==> config.mk <==
export PLATFORM = sky130hd
export DESIGN_NAME = param_list_fetch_retransmit_core
export DESIGN_NICKNAME = d
export VERILOG_FILES = /design/src/design/plfr_pkg.sv /design/src/design/param_list_fetch_retransmit_core.sv /design/src/design/plfr_ram.sv /design/src/design/plfr_csr.sv /design/src/design/plfr_datapath.sv /design/src/design/plfr_ctrl.sv
export SDC_FILE = /design/constraint.sdc
export NUM_CORES = 2
export LEC_CHECK = 0
export BUFFER_PORTS_ARGS = -buffer_cell sky130_fd_sc_hd__buf_2
export CORE_AREA = 3 3 298 300
export CTS_BUF_LIST = sky130_fd_sc_hd__clkbuf_8
export CTS_CLUSTER_DIAMETER = 50
export DETAILED_ROUTE_END_ITERATION = 8
export DIE_AREA = 0 0 301 303
export PLACE_DENSITY_LB_ADDON = 0.05
export SLEW_MARGIN = 40
export SYNTH_ARGS = -nofsm -noshare
export SYNTH_HDL_FRONTEND = slang
export SYNTH_SLANG_ARGS = --single-unit
export TNS_END_PERCENT = 30
==> constraint.sdc <==
create_clock -name clock -period 15.4 [get_ports clock]
set_input_delay 4.62 -clock clock [delete_from_list [all_inputs] [get_ports clock]]
set_output_delay 4.62 -clock clock [all_outputs]
set_load 0.05 [all_outputs]
==> src/design/plfr_pkg.sv <==
// Shared constants, codes and controller/datapath interface types for the
// parameter list fetch core. No dependencies.
package plfr_pkg;

   // Missing-map geometry
   localparam int MAX_PARAMS = 1024;
   localparam int WORD_W     = 32;
   localparam int ROWS       = MAX_PARAMS / WORD_W;
   localparam int ROW_W      = $clog2(ROWS);
   localparam int BIT_W      = $clog2(WORD_W);
   localparam int IDX_W      = $clog2(MAX_PARAMS);
   localparam int CNT_W      = $clog2(MAX_PARAMS + 1);

   localparam logic [15:0] COUNT_UNKNOWN = 16'hFFFF;

   // Input modes
   localparam logic [1:0] MODE_START = 2'd0;
   localparam logic [1:0] MODE_VALUE = 2'd1;
   localparam logic [1:0] MODE_TICK  = 2'd2;

   // Request kinds
   localparam logic [1:0] KIND_NONE = 2'd0;
   localparam logic [1:0] KIND_LIST = 2'd1;
   localparam logic [1:0] KIND_ONE  = 2'd2;

   // Phases
   localparam logic [1:0] PH_IDLE    = 2'd0;
   localparam logic [1:0] PH_LIST    = 2'd1;
   localparam logic [1:0] PH_RECV    = 2'd2;
   localparam logic [1:0] PH_RECV_TO = 2'd3;

   // Register file
   localparam int          ADDR_W            = 3;
   localparam logic        REG_RETRY_LIMIT   = 1'b0;
   localparam logic        REG_TIMEOUT_TICKS = 1'b1;
   localparam logic [3:0]  RETRY_LIMIT_RESET = 4'd3;
   localparam logic [31:0] TIMEOUT_RESET     = 32'd1000000;

   typedef enum logic [2:0] {
      DP_NOP,
      DP_CLR_MAP,
      DP_FILL_INIT,
      DP_FILL_STEP,
      DP_LOW_RD,
      DP_LOW_FIN,
      DP_CLR_RD,
      DP_CLR_WR
   } dp_op_type;

   typedef enum logic [1:0] {
      TMR_HOLD,
      TMR_RESTART,
      TMR_DEC,
      TMR_STOP
   } tmr_op_type;

   typedef struct packed {
      logic       load;     // capture index/count of an accepted transaction
      dp_op_type  op;
      logic       sel_low;  // clear target is the lowest missing index
      tmr_op_type tmr;
   } dp_cmd_type;

   typedef struct packed {
      logic             fill_last;
      logic [CNT_W-1:0] total;
      logic [CNT_W-1:0] low;
      logic             low_hit;
      logic             timer_running;
      logic             timer_expiring;
   } dp_stat_type;

endpackage

==> src/design/param_list_fetch_retransmit_core.sv <==
// Top level of the parameter list fetch client with retransmission.
// Depends on plfr_pkg, plfr_csr, plfr_ctrl, plfr_datapath, plfr_ram.
//
// Usage: present a transaction on req_* with start high; it is taken at the
// first edge where busy is low. Every transaction produces exactly one result,
// shown on rsp_* for one cycle with rsp_valid high; there is no way to stall
// it, so the receiver must take it then. One transaction is in work at a time:
// busy stays high from the accept until the result is registered, and the
// result is shown in the first cycle with busy low. An ignored value, a tick,
// a list timeout or a timeout with nothing missing goes straight to the
// result; a start also drops the map flags. A timeout that resends an index
// searches for the lowest missing index; a value for an already-known list
// or a timeout that gives up an index also clears a map bit, and searches
// again when the next request needs the new lowest missing index. The first
// value after a start also runs the fill sweep that writes all 32 words of
// the missing map through the single write port of the map RAM. The map
// needs no clearing pass after reset: per-word nonzero flags clear at once.
module param_list_fetch_retransmit_core (
   input  logic                        clock,
   input  logic                        reset,
   // command channel
   input  logic                        start,
   output logic                        busy,
   input  logic [1:0]                  req_mode,
   input  logic [15:0]                 req_value_index,
   input  logic [15:0]                 req_value_count,
   // result channel
   output logic                        rsp_valid,
   output logic [1:0]                  rsp_request_kind,
   output logic [plfr_pkg::IDX_W-1:0]  rsp_request_index,
   output logic                        rsp_list_done,
   output logic [1:0]                  rsp_phase_now,
   output logic [plfr_pkg::CNT_W-1:0]  rsp_missing_left,
   // configuration port
   input  logic                        psel,
   input  logic                        penable,
   input  logic                        pwrite,
   input  logic [plfr_pkg::ADDR_W-1:0] paddr,
   input  logic [31:0]                 pwdata,
   output logic [31:0]                 prdata,
   output logic                        pready
);

   logic [3:0]            retry_limit;
   logic [31:0]           timeout_ticks;
   plfr_pkg::dp_cmd_type  dp_cmd;
   plfr_pkg::dp_stat_type dp_stat;

   // Registers: retry budget per request and ticks before a timeout fires.
   plfr_csr u_csr (
      .clock        (clock),
      .reset        (reset),
      .psel         (psel),
      .penable      (penable),
      .pwrite       (pwrite),
      .paddr        (paddr),
      .pwdata       (pwdata),
      .prdata       (prdata),
      .pready       (pready),
      .retry_limit  (retry_limit),
      .timeout_ticks(timeout_ticks)
   );

   // Sequencer: phase, retries and the ordering of map operations.
   plfr_ctrl u_ctrl (
      .clock            (clock),
      .reset            (reset),
      .start            (start),
      .busy             (busy),
      .mode             (req_mode),
      .retry_limit      (retry_limit),
      .cmd              (dp_cmd),
      .stat             (dp_stat),
      .rsp_valid        (rsp_valid),
      .rsp_request_kind (rsp_request_kind),
      .rsp_request_index(rsp_request_index),
      .rsp_list_done    (rsp_list_done),
      .rsp_phase_now    (rsp_phase_now),
      .rsp_missing_left (rsp_missing_left)
   );

   // Missing map, missing count, lowest-missing search and timeout timer.
   plfr_datapath u_datapath (
      .clock        (clock),
      .reset        (reset),
      .cmd          (dp_cmd),
      .value_index  (req_value_index),
      .value_count  (req_value_count),
      .timeout_ticks(timeout_ticks),
      .stat         (dp_stat)
   );

endmodule

==> src/design/plfr_ram.sv <==
// Generic simple dual-port RAM, one write and one registered read port.
// No dependencies.
module plfr_ram #(
   parameter int WIDTH = 32,
   parameter int DEPTH = 32
) (
   input  logic                     clock,
   input  logic                     we,
   input  logic [$clog2(DEPTH)-1:0] waddr,
   input  logic [WIDTH-1:0]         wdata,
   input  logic [$clog2(DEPTH)-1:0] raddr,
   output logic [WIDTH-1:0]         rdata
);

   logic [WIDTH-1:0] mem [DEPTH];
   logic [WIDTH-1:0] rdata_ff;

   always_ff @(posedge clock) begin
      if (we) begin
         mem[waddr] <= wdata;
      end
      rdata_ff <= mem[raddr];
   end

   assign rdata = rdata_ff;

endmodule

==> src/design/plfr_csr.sv <==
// APB-style configuration registers: retry limit and timeout ticks.
// Depends on plfr_pkg.
module plfr_csr (
   input  logic                        clock,
   input  logic                        reset,
   input  logic                        psel,
   input  logic                        penable,
   input  logic                        pwrite,
   input  logic [plfr_pkg::ADDR_W-1:0] paddr,
   input  logic [31:0]                 pwdata,
   output logic [31:0]                 prdata,
   output logic                        pready,
   output logic [3:0]                  retry_limit,
   output logic [31:0]                 timeout_ticks
);

   logic [3:0]  retry_limit_ff;
   logic [31:0] timeout_ticks_ff;
   logic        reg_sel;
   logic        wr_en;

   assign reg_sel = paddr[2];
   assign wr_en   = psel && penable && pwrite;
   assign pready  = 1'b1;

   always_ff @(posedge clock) begin
      if (reset) begin
         retry_limit_ff   <= plfr_pkg::RETRY_LIMIT_RESET;
         timeout_ticks_ff <= plfr_pkg::TIMEOUT_RESET;
      end else if (wr_en) begin
         case (reg_sel)
            plfr_pkg::REG_RETRY_LIMIT:   retry_limit_ff   <= pwdata[3:0];
            plfr_pkg::REG_TIMEOUT_TICKS: timeout_ticks_ff <= pwdata;
            default: ;
         endcase
      end
   end

   always_comb begin
      case (reg_sel)
         plfr_pkg::REG_RETRY_LIMIT:   prdata = {28'd0, retry_limit_ff};
         plfr_pkg::REG_TIMEOUT_TICKS: prdata = timeout_ticks_ff;
         default:                     prdata = '0;
      endcase
   end

   assign retry_limit   = retry_limit_ff;
   assign timeout_ticks = timeout_ticks_ff;

endmodule

==> src/design/plfr_datapath.sv <==
// Datapath: missing map (word RAM plus per-row nonzero flags), missing count,
// lowest-missing search and timeout timer. Depends on plfr_pkg, plfr_ram.
module plfr_datapath (
   input  logic                  clock,
   input  logic                  reset,
   input  plfr_pkg::dp_cmd_type  cmd,
   input  logic [15:0]           value_index,
   input  logic [15:0]           value_count,
   input  logic [31:0]           timeout_ticks,
   output plfr_pkg::dp_stat_type stat
);

   localparam int ROWS  = plfr_pkg::ROWS;
   localparam int ROW_W = plfr_pkg::ROW_W;
   localparam int BIT_W = plfr_pkg::BIT_W;
   localparam int IDX_W = plfr_pkg::IDX_W;
   localparam int CNT_W = plfr_pkg::CNT_W;
   localparam int WORD_W = plfr_pkg::WORD_W;
   localparam int HI_W  = CNT_W - BIT_W;

   function automatic logic [ROW_W-1:0] first_row(input logic [ROWS-1:0] v);
      logic [ROW_W-1:0] r;
      r = '0;
      for (int i = ROWS - 1; i >= 0; i--) begin
         if (v[i]) begin
            r = ROW_W'(i);
         end
      end
      return r;
   endfunction

   function automatic logic [BIT_W-1:0] first_bit(input logic [WORD_W-1:0] v);
      logic [BIT_W-1:0] r;
      r = '0;
      for (int i = WORD_W - 1; i >= 0; i--) begin
         if (v[i]) begin
            r = BIT_W'(i);
         end
      end
      return r;
   endfunction

   // Row nonzero flags double as row valid bits: a clear flag reads as all zero.
   logic [ROWS-1:0]   row_nz_ff;
   logic [CNT_W-1:0]  total_ff;
   logic [15:0]       vidx_ff;
   logic [15:0]       vcnt_ff;
   logic [CNT_W-1:0]  fill_n_ff;
   logic [ROW_W-1:0]  fill_row_ff;
   logic [ROW_W-1:0]  low_row_ff;
   logic              low_none_ff;
   logic [CNT_W-1:0]  low_ff;
   logic [ROW_W-1:0]  clr_row_ff;
   logic [BIT_W-1:0]  clr_bit_ff;
   logic              clr_ok_ff;
   logic [31:0]       timer_left_ff;
   logic              timer_running_ff;

   logic [CNT_W-1:0]  clamp_n;
   logic [WORD_W-1:0] fill_word;
   logic [HI_W-1:0]   fill_row_ext;
   logic [WORD_W-1:0] rdata;
   logic [WORD_W-1:0] cleared_word;
   logic              clr_hit;
   logic              ram_we;
   logic [ROW_W-1:0]  ram_waddr;
   logic [WORD_W-1:0] ram_wdata;
   logic [ROW_W-1:0]  ram_raddr;
   logic [ROW_W-1:0]  clr_row_in;
   logic [BIT_W-1:0]  clr_bit_in;
   logic              clr_range_in;
   logic [IDX_W-1:0]  low_idx;

   // Clamp of the received count into the store
   always_comb begin
      if (vcnt_ff == plfr_pkg::COUNT_UNKNOWN) begin
         clamp_n = '0;
      end else if (vcnt_ff > 16'(plfr_pkg::MAX_PARAMS)) begin
         clamp_n = CNT_W'(plfr_pkg::MAX_PARAMS);
      end else begin
         clamp_n = CNT_W'(vcnt_ff);
      end
   end

   // Fill pattern of one row: all ones below n, zero from n on
   assign fill_row_ext = HI_W'(fill_row_ff);
   always_comb begin
      if (fill_n_ff[CNT_W-1:BIT_W] > fill_row_ext) begin
         fill_word = '1;
      end else if (fill_n_ff[CNT_W-1:BIT_W] == fill_row_ext) begin
         fill_word = (WORD_W'(1) << fill_n_ff[BIT_W-1:0]) - WORD_W'(1);
      end else begin
         fill_word = '0;
      end
   end

   assign low_idx = low_ff[IDX_W-1:0];

   always_comb begin
      if (cmd.sel_low) begin
         clr_row_in   = low_idx[IDX_W-1:BIT_W];
         clr_bit_in   = low_idx[BIT_W-1:0];
         clr_range_in = low_ff < CNT_W'(plfr_pkg::MAX_PARAMS);
      end else begin
         clr_row_in   = vidx_ff[IDX_W-1:BIT_W];
         clr_bit_in   = vidx_ff[BIT_W-1:0];
         clr_range_in = vidx_ff < 16'(plfr_pkg::MAX_PARAMS);
      end
   end

   assign clr_hit      = clr_ok_ff && rdata[clr_bit_ff];
   assign cleared_word = rdata & ~(WORD_W'(1) << clr_bit_ff);

   always_comb begin
      ram_we    = 1'b0;
      ram_waddr = fill_row_ff;
      ram_wdata = fill_word;
      ram_raddr = first_row(row_nz_ff);
      case (cmd.op)
         plfr_pkg::DP_FILL_STEP: ram_we = 1'b1;
         plfr_pkg::DP_CLR_RD:    ram_raddr = clr_row_in;
         plfr_pkg::DP_CLR_WR: begin
            ram_we    = clr_hit;
            ram_waddr = clr_row_ff;
            ram_wdata = cleared_word;
         end
         default: ;
      endcase
   end

   plfr_ram #(
      .WIDTH(WORD_W),
      .DEPTH(ROWS)
   ) u_map_ram (
      .clock(clock),
      .we   (ram_we),
      .waddr(ram_waddr),
      .wdata(ram_wdata),
      .raddr(ram_raddr),
      .rdata(rdata)
   );

   always_ff @(posedge clock) begin
      if (reset) begin
         row_nz_ff        <= '0;
         total_ff         <= '0;
         timer_running_ff <= 1'b0;
         timer_left_ff    <= '0;
      end else begin
         if (cmd.load) begin
            vidx_ff <= value_index;
            vcnt_ff <= value_count;
         end
         case (cmd.op)
            plfr_pkg::DP_CLR_MAP: begin
               row_nz_ff <= '0;
               total_ff  <= '0;
            end
            plfr_pkg::DP_FILL_INIT: begin
               fill_n_ff   <= clamp_n;
               total_ff    <= clamp_n;
               fill_row_ff <= '0;
            end
            plfr_pkg::DP_FILL_STEP: begin
               row_nz_ff[fill_row_ff] <= (fill_word != '0);
               fill_row_ff            <= fill_row_ff + ROW_W'(1);
            end
            plfr_pkg::DP_LOW_RD: begin
               low_row_ff  <= first_row(row_nz_ff);
               low_none_ff <= (row_nz_ff == '0);
            end
            plfr_pkg::DP_LOW_FIN: begin
               if (low_none_ff) begin
                  low_ff <= CNT_W'(plfr_pkg::MAX_PARAMS);
               end else begin
                  low_ff <= CNT_W'({low_row_ff, first_bit(rdata)});
               end
            end
            plfr_pkg::DP_CLR_RD: begin
               clr_row_ff <= clr_row_in;
               clr_bit_ff <= clr_bit_in;
               clr_ok_ff  <= clr_range_in && row_nz_ff[clr_row_in];
            end
            plfr_pkg::DP_CLR_WR: begin
               if (clr_hit) begin
                  row_nz_ff[clr_row_ff] <= (cleared_word != '0);
                  if (total_ff != '0) begin
                     total_ff <= total_ff - CNT_W'(1);
                  end
               end
            end
            default: ;
         endcase
         case (cmd.tmr)
            plfr_pkg::TMR_RESTART: begin
               timer_left_ff    <= timeout_ticks;
               timer_running_ff <= 1'b1;
            end
            plfr_pkg::TMR_DEC:  timer_left_ff <= timer_left_ff - 32'd1;
            plfr_pkg::TMR_STOP: begin
               timer_left_ff    <= '0;
               timer_running_ff <= 1'b0;
            end
            default: ;
         endcase
      end
   end

   assign stat.fill_last      = (fill_row_ff == ROW_W'(ROWS - 1));
   assign stat.total          = total_ff;
   assign stat.low            = low_ff;
   assign stat.low_hit        = (16'(low_ff) == vidx_ff);
   assign stat.timer_running  = timer_running_ff;
   assign stat.timer_expiring = (timer_left_ff[31:1] == '0);

endmodule

==> src/design/plfr_ctrl.sv <==
// Controller state machine: decodes each transaction, sequences datapath
// operations, keeps phase and retry budget, registers the result.
// Depends on plfr_pkg.
module plfr_ctrl (
   input  logic                        clock,
   input  logic                        reset,
   input  logic                        start,
   output logic                        busy,
   input  logic [1:0]                  mode,
   input  logic [3:0]                  retry_limit,
   output plfr_pkg::dp_cmd_type        cmd,
   input  plfr_pkg::dp_stat_type       stat,
   output logic                        rsp_valid,
   output logic [1:0]                  rsp_request_kind,
   output logic [plfr_pkg::IDX_W-1:0]  rsp_request_index,
   output logic                        rsp_list_done,
   output logic [1:0]                  rsp_phase_now,
   output logic [plfr_pkg::CNT_W-1:0]  rsp_missing_left
);

   localparam int IDX_W = plfr_pkg::IDX_W;
   localparam int CNT_W = plfr_pkg::CNT_W;

   typedef enum logic [3:0] {
      S_IDLE,
      S_DISPATCH,
      S_CLR_MAP,
      S_FILL_INIT,
      S_FILL,
      S_LOW_RD,
      S_LOW_FIN,
      S_POST,
      S_CLR_RD,
      S_CLR_WR,
      S_RESP
   } state_type;

   // What S_POST continues with
   typedef enum logic [2:0] {
      C_VAL_LOW1,
      C_VAL_CLR,
      C_VAL_LOW2,
      C_TO_LOW1,
      C_TO_CLR,
      C_TO_LOW2
   } ctx_type;

   state_type                state_ff;
   ctx_type                  ctx_ff;
   logic [1:0]               mode_ff;
   logic [1:0]               phase_ff;
   logic [3:0]               retries_ff;
   logic                     first_req_ff;
   logic                     sel_low_ff;
   plfr_pkg::tmr_op_type     tmr_ff;
   logic [1:0]               kind_ff;
   logic [IDX_W-1:0]         ridx_ff;
   logic                     done_ff;
   logic                     rsp_valid_ff;
   logic [1:0]               rsp_kind_ff;
   logic [IDX_W-1:0]         rsp_ridx_ff;
   logic                     rsp_done_ff;
   logic [1:0]               rsp_phase_ff;
   logic [CNT_W-1:0]         rsp_left_ff;
   plfr_pkg::dp_op_type      op;

   assign busy = (state_ff != S_IDLE);

   always_comb begin
      case (state_ff)
         S_CLR_MAP:   op = plfr_pkg::DP_CLR_MAP;
         S_FILL_INIT: op = plfr_pkg::DP_FILL_INIT;
         S_FILL:      op = plfr_pkg::DP_FILL_STEP;
         S_LOW_RD:    op = plfr_pkg::DP_LOW_RD;
         S_LOW_FIN:   op = plfr_pkg::DP_LOW_FIN;
         S_CLR_RD:    op = plfr_pkg::DP_CLR_RD;
         S_CLR_WR:    op = plfr_pkg::DP_CLR_WR;
         default:     op = plfr_pkg::DP_NOP;
      endcase
   end

   assign cmd.load    = start && !busy;
   assign cmd.op      = op;
   assign cmd.sel_low = sel_low_ff;
   assign cmd.tmr     = tmr_ff;

   always_ff @(posedge clock) begin
      if (reset) begin
         state_ff     <= S_IDLE;
         phase_ff     <= plfr_pkg::PH_IDLE;
         retries_ff   <= '0;
         tmr_ff       <= plfr_pkg::TMR_HOLD;
         rsp_valid_ff <= 1'b0;
      end else begin
         tmr_ff       <= plfr_pkg::TMR_HOLD;
         rsp_valid_ff <= 1'b0;
         case (state_ff)
            S_IDLE: begin
               if (start) begin
                  mode_ff  <= mode;
                  state_ff <= S_DISPATCH;
               end
            end
            S_DISPATCH: begin
               kind_ff  <= plfr_pkg::KIND_NONE;
               ridx_ff  <= '0;
               done_ff  <= 1'b0;
               state_ff <= S_RESP;
               case (mode_ff)
                  plfr_pkg::MODE_START: begin
                     phase_ff   <= plfr_pkg::PH_LIST;
                     retries_ff <= retry_limit;
                     tmr_ff     <= plfr_pkg::TMR_RESTART;
                     kind_ff    <= plfr_pkg::KIND_LIST;
                     state_ff   <= S_CLR_MAP;
                  end
                  plfr_pkg::MODE_VALUE: begin
                     if (phase_ff == plfr_pkg::PH_LIST) begin
                        phase_ff <= plfr_pkg::PH_RECV;
                        state_ff <= S_FILL_INIT;
                     end else if (phase_ff != plfr_pkg::PH_IDLE) begin
                        ctx_ff   <= C_VAL_LOW1;
                        state_ff <= S_LOW_RD;
                     end
                  end
                  plfr_pkg::MODE_TICK: begin
                     if (stat.timer_running) begin
                        if (!stat.timer_expiring) begin
                           tmr_ff <= plfr_pkg::TMR_DEC;
                        end else if (phase_ff == plfr_pkg::PH_LIST) begin
                           if (retries_ff != '0) begin
                              retries_ff <= retries_ff - 4'd1;
                              tmr_ff     <= plfr_pkg::TMR_RESTART;
                              kind_ff    <= plfr_pkg::KIND_LIST;
                           end else begin
                              tmr_ff <= plfr_pkg::TMR_STOP;
                           end
                        end else begin
                           tmr_ff <= plfr_pkg::TMR_STOP;
                           if (phase_ff != plfr_pkg::PH_IDLE) begin
                              if (stat.total == '0) begin
                                 phase_ff <= plfr_pkg::PH_IDLE;
                                 done_ff  <= 1'b1;
                              end else begin
                                 ctx_ff   <= C_TO_LOW1;
                                 state_ff <= S_LOW_RD;
                              end
                           end
                        end
                     end
                  end
                  default: ;
               endcase
            end
            S_CLR_MAP:   state_ff <= S_RESP;
            S_FILL_INIT: state_ff <= S_FILL;
            S_FILL: begin
               if (stat.fill_last) begin
                  ctx_ff   <= C_VAL_LOW1;
                  state_ff <= S_LOW_RD;
               end
            end
            S_LOW_RD:  state_ff <= S_LOW_FIN;
            S_LOW_FIN: state_ff <= S_POST;
            S_CLR_RD:  state_ff <= S_CLR_WR;
            S_CLR_WR:  state_ff <= S_POST;
            S_POST: begin
               state_ff <= S_RESP;
               case (ctx_ff)
                  C_VAL_LOW1: begin
                     first_req_ff <= (stat.total != '0) && stat.low_hit;
                     sel_low_ff   <= 1'b0;
                     ctx_ff       <= C_VAL_CLR;
                     state_ff     <= S_CLR_RD;
                  end
                  C_VAL_CLR: begin
                     if (first_req_ff) begin
                        retries_ff <= retry_limit;
                     end
                     if (stat.total == '0) begin
                        phase_ff <= plfr_pkg::PH_IDLE;
                        tmr_ff   <= plfr_pkg::TMR_STOP;
                        done_ff  <= 1'b1;
                     end else begin
                        tmr_ff <= plfr_pkg::TMR_RESTART;
                        if (phase_ff == plfr_pkg::PH_RECV_TO) begin
                           ctx_ff   <= C_VAL_LOW2;
                           state_ff <= S_LOW_RD;
                        end
                     end
                  end
                  C_TO_LOW1: begin
                     phase_ff <= plfr_pkg::PH_RECV_TO;
                     if (retries_ff != '0) begin
                        retries_ff <= retries_ff - 4'd1;
                        tmr_ff     <= plfr_pkg::TMR_RESTART;
                        kind_ff    <= plfr_pkg::KIND_ONE;
                        ridx_ff    <= stat.low[IDX_W-1:0];
                     end else begin
                        // budget spent: give up on this index
                        sel_low_ff <= 1'b1;
                        ctx_ff     <= C_TO_CLR;
                        state_ff   <= S_CLR_RD;
                     end
                  end
                  C_TO_CLR: begin
                     tmr_ff <= plfr_pkg::TMR_RESTART;
                     if (stat.total != '0) begin
                        retries_ff <= retry_limit;
                        ctx_ff     <= C_TO_LOW2;
                        state_ff   <= S_LOW_RD;
                     end
                  end
                  default: begin
                     kind_ff <= plfr_pkg::KIND_ONE;
                     ridx_ff <= stat.low[IDX_W-1:0];
                  end
               endcase
            end
            S_RESP: begin
               rsp_valid_ff <= 1'b1;
               rsp_kind_ff  <= kind_ff;
               rsp_ridx_ff  <= ridx_ff;
               rsp_done_ff  <= done_ff;
               rsp_phase_ff <= phase_ff;
               rsp_left_ff  <= stat.total;
               state_ff     <= S_IDLE;
            end
            default: state_ff <= S_IDLE;
         endcase
      end
   end

   assign rsp_valid         = rsp_valid_ff;
   assign rsp_request_kind  = rsp_kind_ff;
   assign rsp_request_index = rsp_ridx_ff;
   assign rsp_list_done     = rsp_done_ff;
   assign rsp_phase_now     = rsp_phase_ff;
   assign rsp_missing_left  = rsp_left_ff;

   a_rsp_single: assert property (@(posedge clock) disable iff (reset)
      rsp_valid |=> !rsp_valid)
      else $error("result strobe longer than one cycle");

   a_accept_busy: assert property (@(posedge clock) disable iff (reset)
      (start && !busy) |=> busy)
      else $error("accepted transaction did not raise busy");

   a_done_idle: assert property (@(posedge clock) disable iff (reset)
      (rsp_valid && rsp_list_done) |-> (rsp_phase_now == plfr_pkg::PH_IDLE))
      else $error("list done reported outside idle phase");

   a_one_after_timeout: assert property (@(posedge clock) disable iff (reset)
      (rsp_valid && (rsp_request_kind == plfr_pkg::KIND_ONE))
         |-> (rsp_phase_now == plfr_pkg::PH_RECV_TO))
      else $error("single index requested outside timeout receive phase");

endmodule

==> summary.md <==
| Metric | Value |
|---|---|
| Placer congestion estimate | 0.9885 |
| IO Port Bufs | 132 |
| Hpwl dp | 86030 µm |
| CP cell instances | buf_2, mux2_2, buf_2 |
| Crit path max fanout | 35 |
| Post-synth EDFFs | 1146 |
| Worst slew pin tran | 0.9644 ns |
| Routed wire length | between 150000 and 200000 µm |
| First-pass GRT wire length | 227500 µm |
| Die Wd | approximately 300 µm |
| Crit path top cell by count | buf_2 |
| Top-count cell post-synth | edfxtp_1 |
| Worst Skew | 0.04530 ns |
| Clock root buffer | clkbuf_8 |
| Total CTS buffers | 203 |
| Top_reg_cell synth | edfxtp_1 |
| CP max stage delay | 0.40 ns |
| GRT Resource Usage Total | 33.67% |
| Setup Fix Bufs, Post-CTS | 0 |
| Pre-antenna DRT Iters | 5 |
| Fmax | 97.63 MHz |
| CP Launch Type | input pin |
| Largest net degree at the start of global routing | ~180 |
| Flops & latches, synth | 1303 |
| CTS tree | built |
| Min Tclk post-route | roughly 10 ns |
| Final setup viols | 0 |
| Die footprint | 91200 µm² |
| CTS clk-pin slew, worst paths | 0.06 ns |
| Most frequent cells after synthesis | edfxtp_1, nand2_1, a21oi_1 |
| Final period util | 66.51% |
| Post-synth top area share | 61.67% |
| Crit Path Class | in -> out |
| Tot Pwr | 8.974 mW |
| Distinct cells, synth | 88 |
| Drt initial violations | 5146 |
| Setup crit end kind | output port |
| Layout Nets | between 4000 and 5000 |
| Async set-reset flop share out of synthesis | 0% |
| Max-cap violations | 0 |
| Vert. Die Dim | a little over 300 µm |
| Mapped Nets | 4695 |
| Initial antenna violation count | 2 |
| Cts hold-fix bufs | 0 |
| Final slew viol count | 0 |
| Status | finished, final reports clean |
| Utilization of the core after routing | a little under three quarters |
| I/O pins | approximately 140 |
| WP data required | 10.78 ns |
| Vias per cell | 6.426 |
| Total congestion overflow | 0 |
| Vias post-DR | 38921 |
| Post-Syn Area per Cell | around 12 µm² |
| Vias in the first global route | roughly 36000 |
| Peak VDD IR | 0.09987 mV |
| Row count | 108 |
| Routed wire length per instance | between 20 and 30 µm |
| Power per cell area | 144.8 nW/µm² |
| Final hold vios | 0 |
| H-tree levels | 4 |
| Post-CTS Resized | 0 |
| CTS max path bufs | 3 |
| Clk sinks | between 1000 and 1500 |
| Antenna Nets Post-Route | 0 |
| Rel. slew slack | 35.54% |
| LEAKAGE | approximately 22 nW |
| Netlist Area Pre-Place | 55800 µm² |
| RSZ-0062 raised after global routing | false |
| Core Area | just under 90000 µm² |
| Later-pin clock latency in the skew report | 0.88 ns |
| Post-synth top area cell | edfxtp_1 |
| CP arrival | around 5.6 ns |
| Synth warnings | 0 |
| Mapped Cells | ~4600 |
| Initial Utilization | 64.52% |
| Syn-to-layout area delta | 11.05% |
| Layout cells sized above 1 | 12.98% |
| Synth area leaders | edfxtp_1, nand2_1, dfxtp_1 |
| DR DRC count | 0 |
| Slowest cell on the critical path | buf_2 |
| HP Class | reg -> reg |
| Share of the yosys chip area belonging to registers | 67.30% |
| Final setup TNS | 0 ns |
| Fillers | approximately 6000 |
==> per-layer routing <==
layer | global-route usage, % | share of wire [%]
met5 | 0 | 0
met4 | 15.67 | 4.5
met3 | 7.428 | 11
met2 | 50.07 | 45
met1 | 47.95 | 40
==> stage by stage <==
step	std cells	hold WS, ns	instance area, µm²	setup slack [ns]
after detailed placement	5681	0.4045	58150	5.156
after CTS	6051	0.4052	61880	5.157
after floorplan	4602	0.4003	55800	5.229
after global routing	6057	0.4239	61970	5.049
after global placement	5675	0.4023	57850	5.199
final	6057	0.4001	61970	5.157
==> power breakdown <==
| group | internal, mW | switching, mW |
|---|---|---|
| combinational | 0.593 | 1.43 |
| sequential | 4.12 | 0.157 |
| clock | 1.35 | 1.32 |
==> worst paths after layout <==
path                                        start                        endpoint  slack, ns  cells past startpoint
worst max-delay path                     paddr[2]                       prdata[2]       5.16                      3
worst min-delay path            u_ctrl.kind_ff[1]      u_ctrl.rsp_request_kind[1]       0.40                      0
worst min register to register  u_ctrl.kind_ff[1]      u_ctrl.rsp_request_kind[1]       0.40                      0
worst max register to register  u_ctrl.sel_low_ff  u_datapath.u_map_ram.rdata[10]       9.49                     14
==> cell families after synthesis <==
family                     after synthesis  synth area share, %
buffers and inverters                  358                2.668
AOI/OAI and AO/OA                      926                10.48
muxes                                  224                4.334
DFF                                   1303                67.30
adders and majority gates               18               0.4036
other                                    1             0.006720
and+or+nand+nor                       1726                14.08
xor gates and xnor gates                46               0.7220
==> critical path, delay by kind of cell <==
| family | cells | cell delay [ns] |
|---|---|---|
| muxes | 1 | 0.39 |
| buffers and inverters | 2 | 0.61 |
==> sequential cells by signal, summed over array words and instances, names as in the netlist, 3 cells and up <==
name / cells
u_datapath.low_ff: 11
u_datapath.low_row_ff: 5
u_datapath.vidx_ff: 16
u_datapath.fill_n_ff: 11
u_ctrl.ridx_ff: 10
u_ctrl.state_ff: 4
u_ctrl.retries_ff: 4
u_datapath.total_ff: 11
u_datapath.row_nz_ff: 32
u_ctrl.rsp_missing_left: 11
u_datapath.clr_bit_ff: 5
u_datapath.clr_row_ff: 5
u_ctrl.rsp_request_index: 10
u_ctrl.ctx_ff: 3
u_datapath.fill_row_ff: 5
u_datapath.timer_left_ff: 32
u_datapath.u_map_ram.mem: 1024
u_datapath.u_map_ram.rdata: 32
u_csr.retry_limit: 4
u_datapath.vcnt_ff: 16
u_csr.timeout_ticks: 32
==> final cells by class <==
class	instances	area (µm²)	area share, %
Tap cell	1155	1445	2.332
Timing Repair Buffer	240	1643	2.651
Sequential cell	1303	37560	60.61
Clock buffer	217	2987	4.820
Clock inverter	153	748.2	1.207
Inverter	45	168.9	0.2726
Antenna cell	3	7.507	0.01211
Multi-Input combinational cell	2941	17410	28.10
==> layout by cell type, fill, tap and decap left out, types with 12 or more instances in the layout <==
cell / netlist / routed
a2111oi_0: 25 / 21
a211oi_1: 100 / 100
a21oi_1: 288 / 266
a21oi_2: 2 / 12
a21oi_4: 0 / 12
a22o_1: 34 / 34
a22oi_1: 33 / 33
a311oi_1: 17 / 17
a31oi_1: 70 / 70
a32oi_1: 13 / 13
and2_1: 51 / 51
and3_1: 145 / 144
buf_2: 78 / 131
buf_4: 7 / 89
clkbuf_8: 1 / 217
clkinv_1: 2 / 31
clkinv_2: 0 / 12
dfxtp_1: 157 / 156
edfxtp_1: 1146 / 1146
ha_1: 18 / 18
inv_1: 43 / 137
mux2i_1: 200 / 200
mux4_2: 13 / 13
nand2_1: 908 / 901
nand2b_1: 17 / 17
nand3_1: 158 / 157
nand3b_1: 15 / 15
nand4_1: 26 / 26
nor2_1: 217 / 184
nor2_4: 0 / 33
nor2b_1: 31 / 28
nor3_1: 66 / 65
nor4_1: 32 / 30
o21ai_0: 194 / 183
o221ai_1: 27 / 27
o22ai_1: 40 / 40
o31ai_1: 13 / 12
xnor2_1: 24 / 24
xor2_1: 22 / 22
(Power assumes the default switching activity.)
